[config.mk]
export PLATFORM = sky130hd
export DESIGN_NAME = key_value_text_tokenizer
export DESIGN_NICKNAME = d
export VERILOG_FILES = /design/src/hw/rtl/kvt_pkg.sv /design/src/hw/rtl/kvt_front.sv /design/src/hw/rtl/kvt_queue.sv /design/src/hw/rtl/kvt_back.sv /design/src/hw/rtl/key_value_text_tokenizer.sv
export SDC_FILE = /design/constraint.sdc
export NUM_CORES = 2
export LEC_CHECK = 0
export BUFFER_PORTS_ARGS = -buffer_cell sky130_fd_sc_hd__buf_2
export CELL_PAD_IN_SITES_DETAIL_PLACEMENT = 0
export CELL_PAD_IN_SITES_GLOBAL_PLACEMENT = 1
export CORE_UTILIZATION = 48
export DETAILED_ROUTE_END_ITERATION = 16
export HOLD_SLACK_MARGIN = 0.15
export PLACE_DENSITY = 0.79
export SYNTH_ARGS = -nofsm -noshare
export SYNTH_HDL_FRONTEND = slang
export SYNTH_SLANG_ARGS = --single-unit
[constraint.sdc]
create_clock -name clock -period 6.55 [get_ports clock]
set_input_delay 1.31 -clock clock [delete_from_list [all_inputs] [get_ports clock]]
set_output_delay 1.31 -clock clock [all_outputs]
set_load 0.005 [all_outputs]
[src/hw/rtl/kvt_pkg.sv]
package kvt_pkg;

   // position counters and result field widths
   localparam int POS_BITS = 24;
   localparam int OUT_BITS = 24;
   localparam int EXT_BITS = POS_BITS + OUT_BITS;
   localparam int KIND_BITS = 4;
   localparam int CLS_BITS = 4;

   localparam logic [POS_BITS-1:0] POS_MAX = '1;
   localparam logic [OUT_BITS-1:0] OUT_MAX = '1;

   // queue between front and back
   localparam int IQ_DEPTH = 4;
   localparam int IQ_AW = $clog2(IQ_DEPTH);
   localparam int IQ_CW = $clog2(IQ_DEPTH + 1);

   // result buffer in the back end
   localparam int RQ_DEPTH = 4;
   localparam int RQ_AW = $clog2(RQ_DEPTH);
   localparam int RQ_CW = $clog2(RQ_DEPTH + 1);

   // token kinds; the pending mode uses the same codes plus idle and comment
   localparam logic [KIND_BITS-1:0] KIND_UNKNOWN = 4'd0;
   localparam logic [KIND_BITS-1:0] KIND_END     = 4'd1;
   localparam logic [KIND_BITS-1:0] KIND_SPACE   = 4'd2;
   localparam logic [KIND_BITS-1:0] KIND_NEWLINE = 4'd3;
   localparam logic [KIND_BITS-1:0] KIND_ASSIGN  = 4'd4;
   localparam logic [KIND_BITS-1:0] KIND_COMMA   = 4'd5;
   localparam logic [KIND_BITS-1:0] KIND_LBRACK  = 4'd6;
   localparam logic [KIND_BITS-1:0] KIND_RBRACK  = 4'd7;
   localparam logic [KIND_BITS-1:0] KIND_LBRACE  = 4'd8;
   localparam logic [KIND_BITS-1:0] KIND_RBRACE  = 4'd9;
   localparam logic [KIND_BITS-1:0] KIND_IDENT   = 4'd10;
   localparam logic [KIND_BITS-1:0] KIND_STRING  = 4'd11;
   localparam logic [KIND_BITS-1:0] MODE_IDLE    = 4'd0;
   localparam logic [KIND_BITS-1:0] MODE_COMMENT = 4'd12;

   // byte classes produced by the front end
   localparam logic [CLS_BITS-1:0] CLS_OTHER  = 4'd0;
   localparam logic [CLS_BITS-1:0] CLS_NUL    = 4'd1;
   localparam logic [CLS_BITS-1:0] CLS_LF     = 4'd2;
   localparam logic [CLS_BITS-1:0] CLS_CR     = 4'd3;
   localparam logic [CLS_BITS-1:0] CLS_SPACE  = 4'd4;
   localparam logic [CLS_BITS-1:0] CLS_HASH   = 4'd5;
   localparam logic [CLS_BITS-1:0] CLS_QUOTE  = 4'd6;
   localparam logic [CLS_BITS-1:0] CLS_BSLASH = 4'd7;
   localparam logic [CLS_BITS-1:0] CLS_ASSIGN = 4'd8;
   localparam logic [CLS_BITS-1:0] CLS_COMMA  = 4'd9;
   localparam logic [CLS_BITS-1:0] CLS_LBRACK = 4'd10;
   localparam logic [CLS_BITS-1:0] CLS_RBRACK = 4'd11;
   localparam logic [CLS_BITS-1:0] CLS_LBRACE = 4'd12;
   localparam logic [CLS_BITS-1:0] CLS_RBRACE = 4'd13;
   localparam logic [CLS_BITS-1:0] CLS_IDENT  = 4'd14;
   localparam logic [CLS_BITS-1:0] CLS_COLON  = 4'd15;

   typedef logic [POS_BITS-1:0] pos_type;

   typedef struct packed {
      logic [CLS_BITS-1:0] cls;
      logic                last;
   } item_type;

   typedef struct packed {
      logic [KIND_BITS-1:0] kind;
      logic [OUT_BITS-1:0]  start;
      logic [OUT_BITS-1:0]  length;
      logic [OUT_BITS-1:0]  line;
      logic [OUT_BITS-1:0]  column;
      logic                 unclosed;
      logic                 last;
   } result_type;

endpackage

[src/hw/rtl/kvt_front.sv]
module kvt_front
   import kvt_pkg::*;
(
   input  logic     req_valid,
   output logic     req_ready,
   input  logic [7:0] req_byte_value,
   input  logic     req_last_byte,
   output logic     push_valid,
   input  logic     push_ready,
   output item_type push_item
);

   // map one source byte to its lexical class
   function automatic logic [CLS_BITS-1:0] classify(logic [7:0] b);
      logic alnum;
      alnum = (b >= 8'h30 && b <= 8'h39) || (b >= 8'h61 && b <= 8'h7A) ||
              (b >= 8'h41 && b <= 8'h5A);
      case (b)
         8'h00: return CLS_NUL;
         8'h0A: return CLS_LF;
         8'h0D: return CLS_CR;
         8'h20, 8'h09: return CLS_SPACE;   // space, tab
         8'h23: return CLS_HASH;           // '#'
         8'h22: return CLS_QUOTE;          // '"'
         8'h5C: return CLS_BSLASH;         // backslash
         8'h3D: return CLS_ASSIGN;         // '='
         8'h2C: return CLS_COMMA;          // ','
         8'h5B: return CLS_LBRACK;         // '['
         8'h5D: return CLS_RBRACK;         // ']'
         8'h7B: return CLS_LBRACE;         // '{'
         8'h7D: return CLS_RBRACE;         // '}'
         8'h3A: return CLS_COLON;          // ':'
         8'h5F, 8'h2E, 8'h2D, 8'h2B: return CLS_IDENT;  // _ . - +
         default: return alnum ? CLS_IDENT : CLS_OTHER;
      endcase
   endfunction

   // classified byte goes straight into the queue
   assign push_valid     = req_valid;
   assign req_ready      = push_ready;
   assign push_item.cls  = classify(req_byte_value);
   assign push_item.last = req_last_byte;

endmodule

[src/hw/rtl/kvt_queue.sv]
module kvt_queue
   import kvt_pkg::*;
(
   input  logic     clock,
   input  logic     reset,
   input  logic     push_valid,
   output logic     push_ready,
   input  item_type push_item,
   output logic     pop_valid,
   input  logic     pop_ready,
   output item_type pop_item
);

   item_type           slot_ff [IQ_DEPTH];
   item_type           slot_in [IQ_DEPTH];
   logic [IQ_AW-1:0]   wr_ptr_ff, wr_ptr_in;
   logic [IQ_AW-1:0]   rd_ptr_ff, rd_ptr_in;
   logic [IQ_CW-1:0]   cnt_ff, cnt_in;
   logic               push, pop;

   function automatic logic [IQ_AW-1:0] next_ptr(logic [IQ_AW-1:0] p);
      return (p == IQ_AW'(IQ_DEPTH - 1)) ? '0 : p + 1'b1;
   endfunction

   assign push_ready = (cnt_ff != IQ_CW'(IQ_DEPTH));
   assign pop_valid  = (cnt_ff != '0);
   assign pop_item   = slot_ff[rd_ptr_ff];
   assign push       = push_valid && push_ready;
   assign pop        = pop_valid && pop_ready;

   // pointer and fill count update
   always_comb begin
      slot_in = slot_ff;
      if (push) begin
         slot_in[wr_ptr_ff] = push_item;
      end
      wr_ptr_in = push ? next_ptr(wr_ptr_ff) : wr_ptr_ff;
      rd_ptr_in = pop ? next_ptr(rd_ptr_ff) : rd_ptr_ff;
      cnt_in    = cnt_ff + IQ_CW'(push) - IQ_CW'(pop);
   end

   always_ff @(posedge clock) begin
      slot_ff <= slot_in;
      if (reset) begin
         wr_ptr_ff <= '0;
         rd_ptr_ff <= '0;
         cnt_ff    <= '0;
      end else begin
         wr_ptr_ff <= wr_ptr_in;
         rd_ptr_ff <= rd_ptr_in;
         cnt_ff    <= cnt_in;
      end
   end

endmodule

[src/hw/rtl/kvt_back.sv]
module kvt_back
   import kvt_pkg::*;
(
   input  logic       clock,
   input  logic       reset,
   input  logic       item_valid,
   output logic       item_ready,
   input  item_type   item,
   output logic       res_valid,
   input  logic       res_ready,
   output result_type res
);

   // lexer state
   logic [KIND_BITS-1:0] mode_ff, mode_in;
   pos_type              start_ff, start_in;
   pos_type              len_ff, len_in;
   pos_type              line_ff, line_in;
   pos_type              col_ff, col_in;
   logic                 esc_ff, esc_in;
   pos_type              off_ff, off_in;
   pos_type              lines_ff, lines_in;
   pos_type              lbegin_ff, lbegin_in;
   logic                 ended_ff, ended_in;

   // result buffer
   result_type           rq_ff [RQ_DEPTH];
   result_type           rq_in [RQ_DEPTH];
   logic [RQ_AW-1:0]     wr_ptr_ff, wr_ptr_in;
   logic [RQ_AW-1:0]     rd_ptr_ff, rd_ptr_in;
   logic [RQ_CW-1:0]     cnt_ff, cnt_in;

   logic                 take, pop, consumed, nl_fin;
   logic [1:0]           nres;
   result_type           r0, r1;

   function automatic pos_type sat_inc(pos_type v);
      return (v == POS_MAX) ? v : v + 1'b1;
   endfunction

   function automatic pos_type sat_add(pos_type a, pos_type b);
      logic [POS_BITS:0] s;
      s = {1'b0, a} + {1'b0, b};
      return s[POS_BITS] ? POS_MAX : s[POS_BITS-1:0];
   endfunction

   // a + b + 1, saturating
   function automatic pos_type sat_add_inc(pos_type a, pos_type b);
      logic [POS_BITS+1:0] s;
      s = (POS_BITS+2)'(a) + (POS_BITS+2)'(b) + (POS_BITS+2)'(1);
      return (s > (POS_BITS+2)'(POS_MAX)) ? POS_MAX : s[POS_BITS-1:0];
   endfunction

   function automatic logic [OUT_BITS-1:0] clip_out(pos_type v);
      logic [EXT_BITS-1:0] w;
      w = EXT_BITS'(v);
      return (w > EXT_BITS'(OUT_MAX)) ? OUT_MAX : w[OUT_BITS-1:0];
   endfunction

   function automatic logic [KIND_BITS-1:0] run_kind(logic [CLS_BITS-1:0] c);
      case (c)
         CLS_ASSIGN: return KIND_ASSIGN;
         CLS_COMMA:  return KIND_COMMA;
         CLS_LBRACK: return KIND_LBRACK;
         CLS_RBRACK: return KIND_RBRACK;
         CLS_LBRACE: return KIND_LBRACE;
         CLS_RBRACE: return KIND_RBRACE;
         default:    return KIND_UNKNOWN;
      endcase
   endfunction

   function automatic result_type mk(logic [KIND_BITS-1:0] k, pos_type s, pos_type l,
                                     pos_type ln, pos_type c, logic u);
      result_type r;
      r.kind     = k;
      r.start    = clip_out(s);
      r.length   = clip_out(l);
      r.line     = clip_out(ln);
      r.column   = clip_out(c);
      r.unclosed = u;
      r.last     = 1'b0;
      return r;
   endfunction

   function automatic logic [RQ_AW-1:0] next_ptr(logic [RQ_AW-1:0] p);
      return (p == RQ_AW'(RQ_DEPTH - 1)) ? '0 : p + 1'b1;
   endfunction

   // take an item only when two result slots are free
   assign item_ready = (cnt_ff <= RQ_CW'(RQ_DEPTH - 2));
   assign take       = item_valid && item_ready;
   assign res_valid  = (cnt_ff != '0);
   assign res        = rq_ff[rd_ptr_ff];
   assign pop        = res_valid && res_ready;

   // lexer step for one byte class
   always_comb begin
      mode_in   = mode_ff;
      start_in  = start_ff;
      len_in    = len_ff;
      line_in   = line_ff;
      col_in    = col_ff;
      esc_in    = esc_ff;
      off_in    = off_ff;
      lines_in  = lines_ff;
      lbegin_in = lbegin_ff;
      ended_in  = ended_ff;
      consumed  = 1'b0;
      nl_fin    = 1'b0;
      nres      = 2'd0;
      r0        = '0;
      r1        = '0;

      if (take && ended_ff) begin
         // after an end token everything up to the last byte is ignored
         if (item.last) begin
            mode_in   = MODE_IDLE;
            start_in  = '0;
            len_in    = '0;
            line_in   = POS_BITS'(1);
            col_in    = POS_BITS'(1);
            esc_in    = 1'b0;
            off_in    = '0;
            lines_in  = '0;
            lbegin_in = '0;
            ended_in  = 1'b0;
         end
      end else if (take) begin
         // does the pending token absorb this byte
         case (mode_ff)
            KIND_SPACE:   consumed = (item.cls == CLS_SPACE);
            KIND_NEWLINE: consumed = (item.cls == CLS_LF) || (item.cls == CLS_CR);
            KIND_ASSIGN, KIND_COMMA, KIND_LBRACK, KIND_RBRACK, KIND_LBRACE, KIND_RBRACE:
               consumed = (run_kind(item.cls) == mode_ff);
            KIND_IDENT:   consumed = (item.cls == CLS_IDENT) || (item.cls == CLS_COLON);
            KIND_STRING: begin
               consumed = 1'b1;
               len_in   = sat_inc(len_ff);
               if (esc_ff) begin
                  esc_in = 1'b0;
               end else if (item.cls == CLS_BSLASH) begin
                  esc_in = 1'b1;
               end else if ((item.cls == CLS_LF) || (item.cls == CLS_CR)) begin
                  r0      = mk(KIND_STRING, start_ff, len_in, line_ff, col_ff, 1'b1);
                  nres    = 2'd1;
                  mode_in = MODE_IDLE;
               end else if (item.cls == CLS_QUOTE) begin
                  r0      = mk(KIND_STRING, start_ff, len_in, line_ff, col_ff, 1'b0);
                  nres    = 2'd1;
                  mode_in = MODE_IDLE;
               end
            end
            MODE_COMMENT: begin
               consumed = (item.cls != CLS_LF);
               if (!consumed) begin
                  mode_in = MODE_IDLE;
               end
            end
            default: mode_in = MODE_IDLE;
         endcase

         if (consumed) begin
            if (mode_in != KIND_STRING && mode_in != MODE_IDLE) begin
               len_in = sat_inc(len_ff);
            end
         end else begin
            // flush the pending token
            if (mode_in == KIND_STRING) begin
               r0   = mk(KIND_STRING, start_ff, len_ff, line_ff, col_ff, 1'b1);
               nres = 2'd1;
            end else if (mode_in != MODE_IDLE && mode_in != MODE_COMMENT) begin
               r0   = mk(mode_in, start_ff, len_ff, line_ff, col_ff, 1'b0);
               nres = 2'd1;
               if (mode_in == KIND_NEWLINE) begin
                  nl_fin    = 1'b1;
                  lines_in  = sat_add(lines_ff, len_ff);
                  lbegin_in = off_ff;
               end
            end
            // open a token at this byte
            start_in = off_ff;
            len_in   = POS_BITS'(1);
            line_in  = nl_fin ? sat_add_inc(lines_ff, len_ff) : sat_inc(lines_ff);
            col_in   = nl_fin ? POS_BITS'(1) : sat_inc(off_ff - lbegin_ff);
            esc_in   = 1'b0;
            mode_in  = MODE_IDLE;
            case (item.cls)
               CLS_NUL: begin
                  if (nres == 2'd0) begin
                     r0 = mk(KIND_END, start_in, POS_BITS'(1), line_in, col_in, 1'b0);
                  end else begin
                     r1 = mk(KIND_END, start_in, POS_BITS'(1), line_in, col_in, 1'b0);
                  end
                  nres     = nres + 2'd1;
                  ended_in = 1'b1;
               end
               CLS_LF, CLS_CR: mode_in = KIND_NEWLINE;
               CLS_SPACE:      mode_in = KIND_SPACE;
               CLS_HASH:       mode_in = MODE_COMMENT;
               CLS_QUOTE:      mode_in = KIND_STRING;
               CLS_ASSIGN, CLS_COMMA, CLS_LBRACK, CLS_RBRACK, CLS_LBRACE, CLS_RBRACE:
                  mode_in = run_kind(item.cls);
               CLS_IDENT:      mode_in = KIND_IDENT;
               default: begin
                  if (nres == 2'd0) begin
                     r0 = mk(KIND_UNKNOWN, start_in, POS_BITS'(1), line_in, col_in, 1'b0);
                  end else begin
                     r1 = mk(KIND_UNKNOWN, start_in, POS_BITS'(1), line_in, col_in, 1'b0);
                  end
                  nres = nres + 2'd1;
               end
            endcase
         end

         off_in = sat_inc(off_ff);

         // last byte: flush and start over
         if (item.last) begin
            if (mode_in == KIND_STRING) begin
               if (nres == 2'd0) begin
                  r0 = mk(KIND_STRING, start_in, len_in, line_in, col_in, 1'b1);
               end else begin
                  r1 = mk(KIND_STRING, start_in, len_in, line_in, col_in, 1'b1);
               end
               nres = nres + 2'd1;
            end else if (mode_in != MODE_IDLE && mode_in != MODE_COMMENT) begin
               if (nres == 2'd0) begin
                  r0 = mk(mode_in, start_in, len_in, line_in, col_in, 1'b0);
               end else begin
                  r1 = mk(mode_in, start_in, len_in, line_in, col_in, 1'b0);
               end
               nres = nres + 2'd1;
            end
            mode_in   = MODE_IDLE;
            start_in  = '0;
            len_in    = '0;
            line_in   = POS_BITS'(1);
            col_in    = POS_BITS'(1);
            esc_in    = 1'b0;
            off_in    = '0;
            lines_in  = '0;
            lbegin_in = '0;
            ended_in  = 1'b0;
         end
      end

      // tag the final result of this byte
      if (nres == 2'd1) begin
         r0.last = 1'b1;
      end else if (nres == 2'd2) begin
         r1.last = 1'b1;
      end
   end

   // result buffer: up to two writes, one read per cycle
   always_comb begin
      rq_in = rq_ff;
      if (nres != 2'd0) begin
         rq_in[wr_ptr_ff] = r0;
      end
      if (nres == 2'd2) begin
         rq_in[next_ptr(wr_ptr_ff)] = r1;
      end
      case (nres)
         2'd1:    wr_ptr_in = next_ptr(wr_ptr_ff);
         2'd2:    wr_ptr_in = next_ptr(next_ptr(wr_ptr_ff));
         default: wr_ptr_in = wr_ptr_ff;
      endcase
      rd_ptr_in = pop ? next_ptr(rd_ptr_ff) : rd_ptr_ff;
      cnt_in    = cnt_ff + RQ_CW'(nres) - RQ_CW'(pop);
   end

   always_ff @(posedge clock) begin
      rq_ff <= rq_in;
      if (reset) begin
         mode_ff   <= MODE_IDLE;
         start_ff  <= '0;
         len_ff    <= '0;
         line_ff   <= POS_BITS'(1);
         col_ff    <= POS_BITS'(1);
         esc_ff    <= 1'b0;
         off_ff    <= '0;
         lines_ff  <= '0;
         lbegin_ff <= '0;
         ended_ff  <= 1'b0;
         wr_ptr_ff <= '0;
         rd_ptr_ff <= '0;
         cnt_ff    <= '0;
      end else begin
         mode_ff   <= mode_in;
         start_ff  <= start_in;
         len_ff    <= len_in;
         line_ff   <= line_in;
         col_ff    <= col_in;
         esc_ff    <= esc_in;
         off_ff    <= off_in;
         lines_ff  <= lines_in;
         lbegin_ff <= lbegin_in;
         ended_ff  <= ended_in;
         wr_ptr_ff <= wr_ptr_in;
         rd_ptr_ff <= rd_ptr_in;
         cnt_ff    <= cnt_in;
      end
   end

endmodule

[src/hw/rtl/key_value_text_tokenizer.sv]
// Takes one byte per cycle while the byte queue has room; a token leaves after the byte that
// ends it (the next byte of another class, or the last byte) passes queue and result buffer.
// Each result takes one rsp_ transfer; a byte that ends two tokens writes both into the
// four-entry result buffer, whose single read port hands them out one at a time.
// Synchronous active-high reset empties the byte queue and the result buffer and puts the
// lexer at the start of a new text (offset 0, line 1, column 1).
module key_value_text_tokenizer
   import kvt_pkg::*;
(
   input  logic                 clock,
   input  logic                 reset,
   input  logic                 req_valid,
   output logic                 req_ready,
   input  logic [7:0]           req_byte_value,
   input  logic                 req_last_byte,
   output logic                 rsp_valid,
   input  logic                 rsp_ready,
   output logic [KIND_BITS-1:0] rsp_token_kind,
   output logic [OUT_BITS-1:0]  rsp_start_offset,
   output logic [OUT_BITS-1:0]  rsp_token_length,
   output logic [OUT_BITS-1:0]  rsp_line_number,
   output logic [OUT_BITS-1:0]  rsp_column_number,
   output logic                 rsp_unclosed_string,
   output logic                 rsp_last_result
);

   logic       push_valid, push_ready;
   item_type   push_item;
   logic       pop_valid, pop_ready;
   item_type   pop_item;
   result_type res;

   // classify incoming bytes
   kvt_front u_front (
      .req_valid      (req_valid),
      .req_ready      (req_ready),
      .req_byte_value (req_byte_value),
      .req_last_byte  (req_last_byte),
      .push_valid     (push_valid),
      .push_ready     (push_ready),
      .push_item      (push_item)
   );

   // decouple front from back
   kvt_queue u_queue (
      .clock      (clock),
      .reset      (reset),
      .push_valid (push_valid),
      .push_ready (push_ready),
      .push_item  (push_item),
      .pop_valid  (pop_valid),
      .pop_ready  (pop_ready),
      .pop_item   (pop_item)
   );

   // token state machine and result buffer
   kvt_back u_back (
      .clock      (clock),
      .reset      (reset),
      .item_valid (pop_valid),
      .item_ready (pop_ready),
      .item       (pop_item),
      .res_valid  (rsp_valid),
      .res_ready  (rsp_ready),
      .res        (res)
   );

   assign rsp_token_kind      = res.kind;
   assign rsp_start_offset    = res.start;
   assign rsp_token_length    = res.length;
   assign rsp_line_number     = res.line;
   assign rsp_column_number   = res.column;
   assign rsp_unclosed_string = res.unclosed;
   assign rsp_last_result     = res.last;

`ifndef SYNTH
   // both sides come out of reset empty
   a_reset_empty: assert property (@(posedge clock)
      reset |=> (req_ready && !rsp_valid))
      else $error("queues not empty after reset");

   // only string tokens can be flagged unclosed
   a_unclosed_kind: assert property (@(posedge clock) disable iff (reset)
      (rsp_valid && rsp_unclosed_string) |-> (rsp_token_kind == KIND_STRING))
      else $error("unclosed flag on non-string token");

   // end token is a single byte
   a_end_len: assert property (@(posedge clock) disable iff (reset)
      (rsp_valid && rsp_token_kind == KIND_END) |->
         (rsp_token_length == OUT_BITS'(1) && !rsp_unclosed_string))
      else $error("end token with bad length");

   // positions are one-based and lengths nonzero
   a_positions: assert property (@(posedge clock) disable iff (reset)
      rsp_valid |-> (rsp_line_number != '0 && rsp_column_number != '0 &&
                     rsp_token_length != '0))
      else $error("zero line, column or length");
`endif

endmodule

==> impl_metrics.ini <==
[clocking]
path_clk_slew_ns = 0.06
h-tree-depth = 3
cts_buffer_depth = 3
postCtsHoldBufs = 0
cts.repair.resized = 0
cts_num_sinks = 616
root_buffer = clkbuf_16
cts_buffers = 73
cts_setup_buffers = 0
cts_tree = done
insertion_delay_ns = 0.64

[sta]
tightest_slew_ns = 1.13
hold_slack_ns = 0.448
report.final.slew_viol_count = 0
period_share_pct = 87.9
maxSlewHeadroom_pct = 24.3
finalSetupViolations = 0
fin_setup_tns_ns = 0
hold_viol = 0
clock_skew_ns = 0.0265
fin_crit_ns = 5.76
max_freq_ghz = 0.174
rsz0062_at_grt = no

[logic_synthesis]
synth_top_family_by_area = compound AO/OA/AOI/OAI gates
netlist_area_sq_mm = 0.0362
ys_seq_area_share_pct = 34.6
synth_compound_area_share_pct = 27.8
synth-xor-area-share_pct = 3.14
synthDominantCellAreaShare_pct = 32.9
synthMuxAreaShare_pct = 7.48
synth_seq_cells = 616
synth_edf_count = 20
avgSynthCellArea_sq_um = 7.85
synthCells = 4617
synth-simple-area-share_pct = 19.2
synth_cell_types = 106
yosys.area.top_type = dfxtp_1
async_flop_share_pct = 0
synthTopCellsByArea = dfxtp_1, a21oi_1, mux4_2
synth_fp_nets = 4709
ys_warn_count = 0
synth-adder-area-share_pct = 2.81
ys.flop_type = dfxtp_1

[global_route]
grtUsageTotal_pct = 34.2
grt_overflow = 0
grt_max_degree = 88
grt_pass1_vias = 33000
grt_pass1_wl_mm = 204
antenna_found_initial = 3

[finish]
drive_gt1_share_pct = 12.1
utilization_pct = 53.8
area_delta_synth_final_pct = 10.6
layout.nets = 4627

[critical_path]
slowest_stage = a2111oi_4
worstPathRequired_ns = 7.09
critPathKind = reg -> reg
worstSetupEndpointType = flip-flop
path_max_fanout = 26
crit_buf_inv = 1
crit_arrival_ns = 6.29
path_cells = mux4_2 -> nor2b_4 -> a2111oi_4 -> a21oi_2 -> and2_2 -> a21oi_1 -> ha_1 -> nand2_1 -> a2111oi_4 -> or2_1 -> a2bb2oi_2 -> and2_1 -> buf_4 -> nand2_1 -> o21ai_0 -> a311oi_1 -> a221oi_1
critPathTopFamily = compound AO/OA/AOI/OAI gates
cpPeakStageDelay_ns = 0.81
cp-start-kind = flip-flop

[power_and_ir_drop]
p_total_uw = 17000
p_leak_uw = 0.0149
irDropWorstVdd_mv = 0.336
power.density_mw_per_mm2 = 425

[floorplan]
row_count = 100
core_area_sq_mm = 0.0746
die_height_um = 277
fp.dieW_um = 277
io-pin-count = 117
initial_core_util_pct = 48.6
dieArea_sq_mm = 0.0766

[place]
port_buffers = 116
place_congestion = 0.994
hpwlAfterDp_mm = 91.7

[outcome]
outcome = finished, final reports clean

[routing]
first_pass_iters = 8
wl_per_cell_um = 24.2
drc = 0
drt_iter0_drc = 3920
wirelength_mm = 135
ant_nets = 0
vias = 35700
viasPerCell = 6.43

[flow_run]
cap_violations = 0

[hold_path]
hp-class = reg -> reg
-- flip-flops by register name (all words and copies together) (netlist names), 4 cells and up --
signal / count
u_back.line_ff: 24
u_back.col_ff: 24
u_back.off_ff: 24
u_back.start_ff: 24
u_queue.slot_ff: 20
u_back.lines_ff: 24
u_back.mode_ff: 4
u_back.lbegin_ff: 24
u_back.rq_ff: 408
u_back.len_ff: 24
-- where the power goes --
part           total [uW]  switching (uW)  internal (uW)
clock                4060            1710           2350
sequential           5190             501           4690
combinational        7770            5240           2530
-- Yosys cell counts (21+ instances only) --
library cell,number
dfxtp_1,596
and3_1,39
ha_1,75
o211ai_1,55
inv_1,76
o31ai_1,32
nand2b_1,25
and2_1,22
mux2i_1,21
a221oi_1,27
nand4_1,36
a211oi_1,83
o22ai_1,134
or3_1,22
nand3_1,112
a31oi_1,22
o21ai_1,25
buf_2,24
nand2_1,517
buf_1,48
xor2_1,52
xnor2_1,78
nor3_1,68
a22oi_1,126
mux4_2,107
a21o_1,34
nor2_1,639
o21ai_0,320
a21oi_1,559
clkbuf_1,297
-- worst reg2reg max path, delay by kind of cell, from the launching register on --
| family | cells | cell delay [ns] |
|---|---|---|
| AOI/OAI and AO/OA | 8 | 2.61 |
| and+or+nand+nor | 6 | 1.26 |
| muxes | 1 | 0.69 |
| DFF | 1 | 0.56 |
| buffers and inverters | 1 | 0.35 |
| adders and majority gates | 1 | 0.21 |
-- layer usage --
layer / part of all wire, % / vias up / track usage, %
met4: 4.8 / 4 / 16.3
met3: 8.2 / 310 / 5.95
met1: 42 / 17100 / 45.2
met5: 0.023 / - / 0
met2: 45 / 1596 / 54.1
li1: - / 16700 / -
-- kinds of logic (layout without fill, tap and decap cells) --
group	count (synthesis)	after routing
AND/OR/NAND/NOR	1587	1587
buffers and inverters	460	431
adder cells (fa/ha/maj)	79	79
other	0	1
AO/OA/AOI/OAI	1609	1609
multiplexers	136	136
XOR/XNOR	130	130
flip-flops	616	616
-- metrics by stage --
step | std cells | cell area (sq um) | setup slack (ns)
5_1_grt | 5557 | 40100 | 0.517
3_5_place_dp | 5429 | 37700 | 0.912
6_report | 5558 | 40100 | 0.795
4_1_cts | 5557 | 40100 | 0.888
3_3_place_gp | 5429 | 37700 | 1.01
2_1_floorplan | 4617 | 36200 | 1.40
-- path summary, 6_finish.rpt --
path | to | from | depth (start not counted) | slack (ns)
worst max-delay path | u_back.rq_ff[127] | u_queue.rd_ptr_ff[0] | 17 | 0.79
worst min-delay path | u_back.lbegin_ff[14] | u_back.lbegin_ff[14] | 2 | 0.45
worst max register to register | u_back.rq_ff[127] | u_queue.rd_ptr_ff[0] | 17 | 0.79
worst min register to register | u_back.lbegin_ff[14] | u_back.lbegin_ff[14] | 2 | 0.45
-- cell type report --
class,count,area (sq um)
diodes,1,2.50
clock buffers,105,2130
clock inverters,23,226
fillers,7234,34500
inverters,77,289
multi-input cells,3541,22100
flip-flops and latches,616,12500
well taps,969,1210
repair buffers,226,1610
-- cell usage in the layout (no fill, tap or decap), types with 15 or more instances in the layout --
| cell type | n |
|---|---|
| edfxtp_1 | 20 |
| o211ai_1 | 55 |
| and3_1 | 39 |
| nand3_1 | 111 |
| a21oi_1 | 557 |
| and2_1 | 17 |
| o22ai_1 | 134 |
| xor2_1 | 52 |
| o21ai_1 | 25 |
| nor2b_1 | 16 |
| nor2_1 | 636 |
| inv_1 | 76 |
| mux2i_1 | 21 |
| a32oi_1 | 16 |
| a31oi_1 | 21 |
| o21a_1 | 15 |
| o21ai_0 | 320 |
| or2_2 | 15 |
| nor3_1 | 68 |
| or3_1 | 22 |
| a221oi_1 | 27 |
| o31ai_1 | 31 |
| ha_1 | 75 |
| buf_4 | 94 |
| clkbuf_16 | 75 |
| a21o_1 | 34 |
| mux4_2 | 107 |
| clkbuf_1 | 16 |
| buf_12 | 16 |
| nand2_1 | 511 |
| nand2b_1 | 20 |
| nand4_1 | 36 |
| a22oi_1 | 126 |
| xnor2_1 | 78 |
| a221o_1 | 16 |
| buf_2 | 115 |
| a211oi_1 | 83 |
| dfxtp_1 | 594 |
No activity file was read; power rests on OpenSTA's default activity.
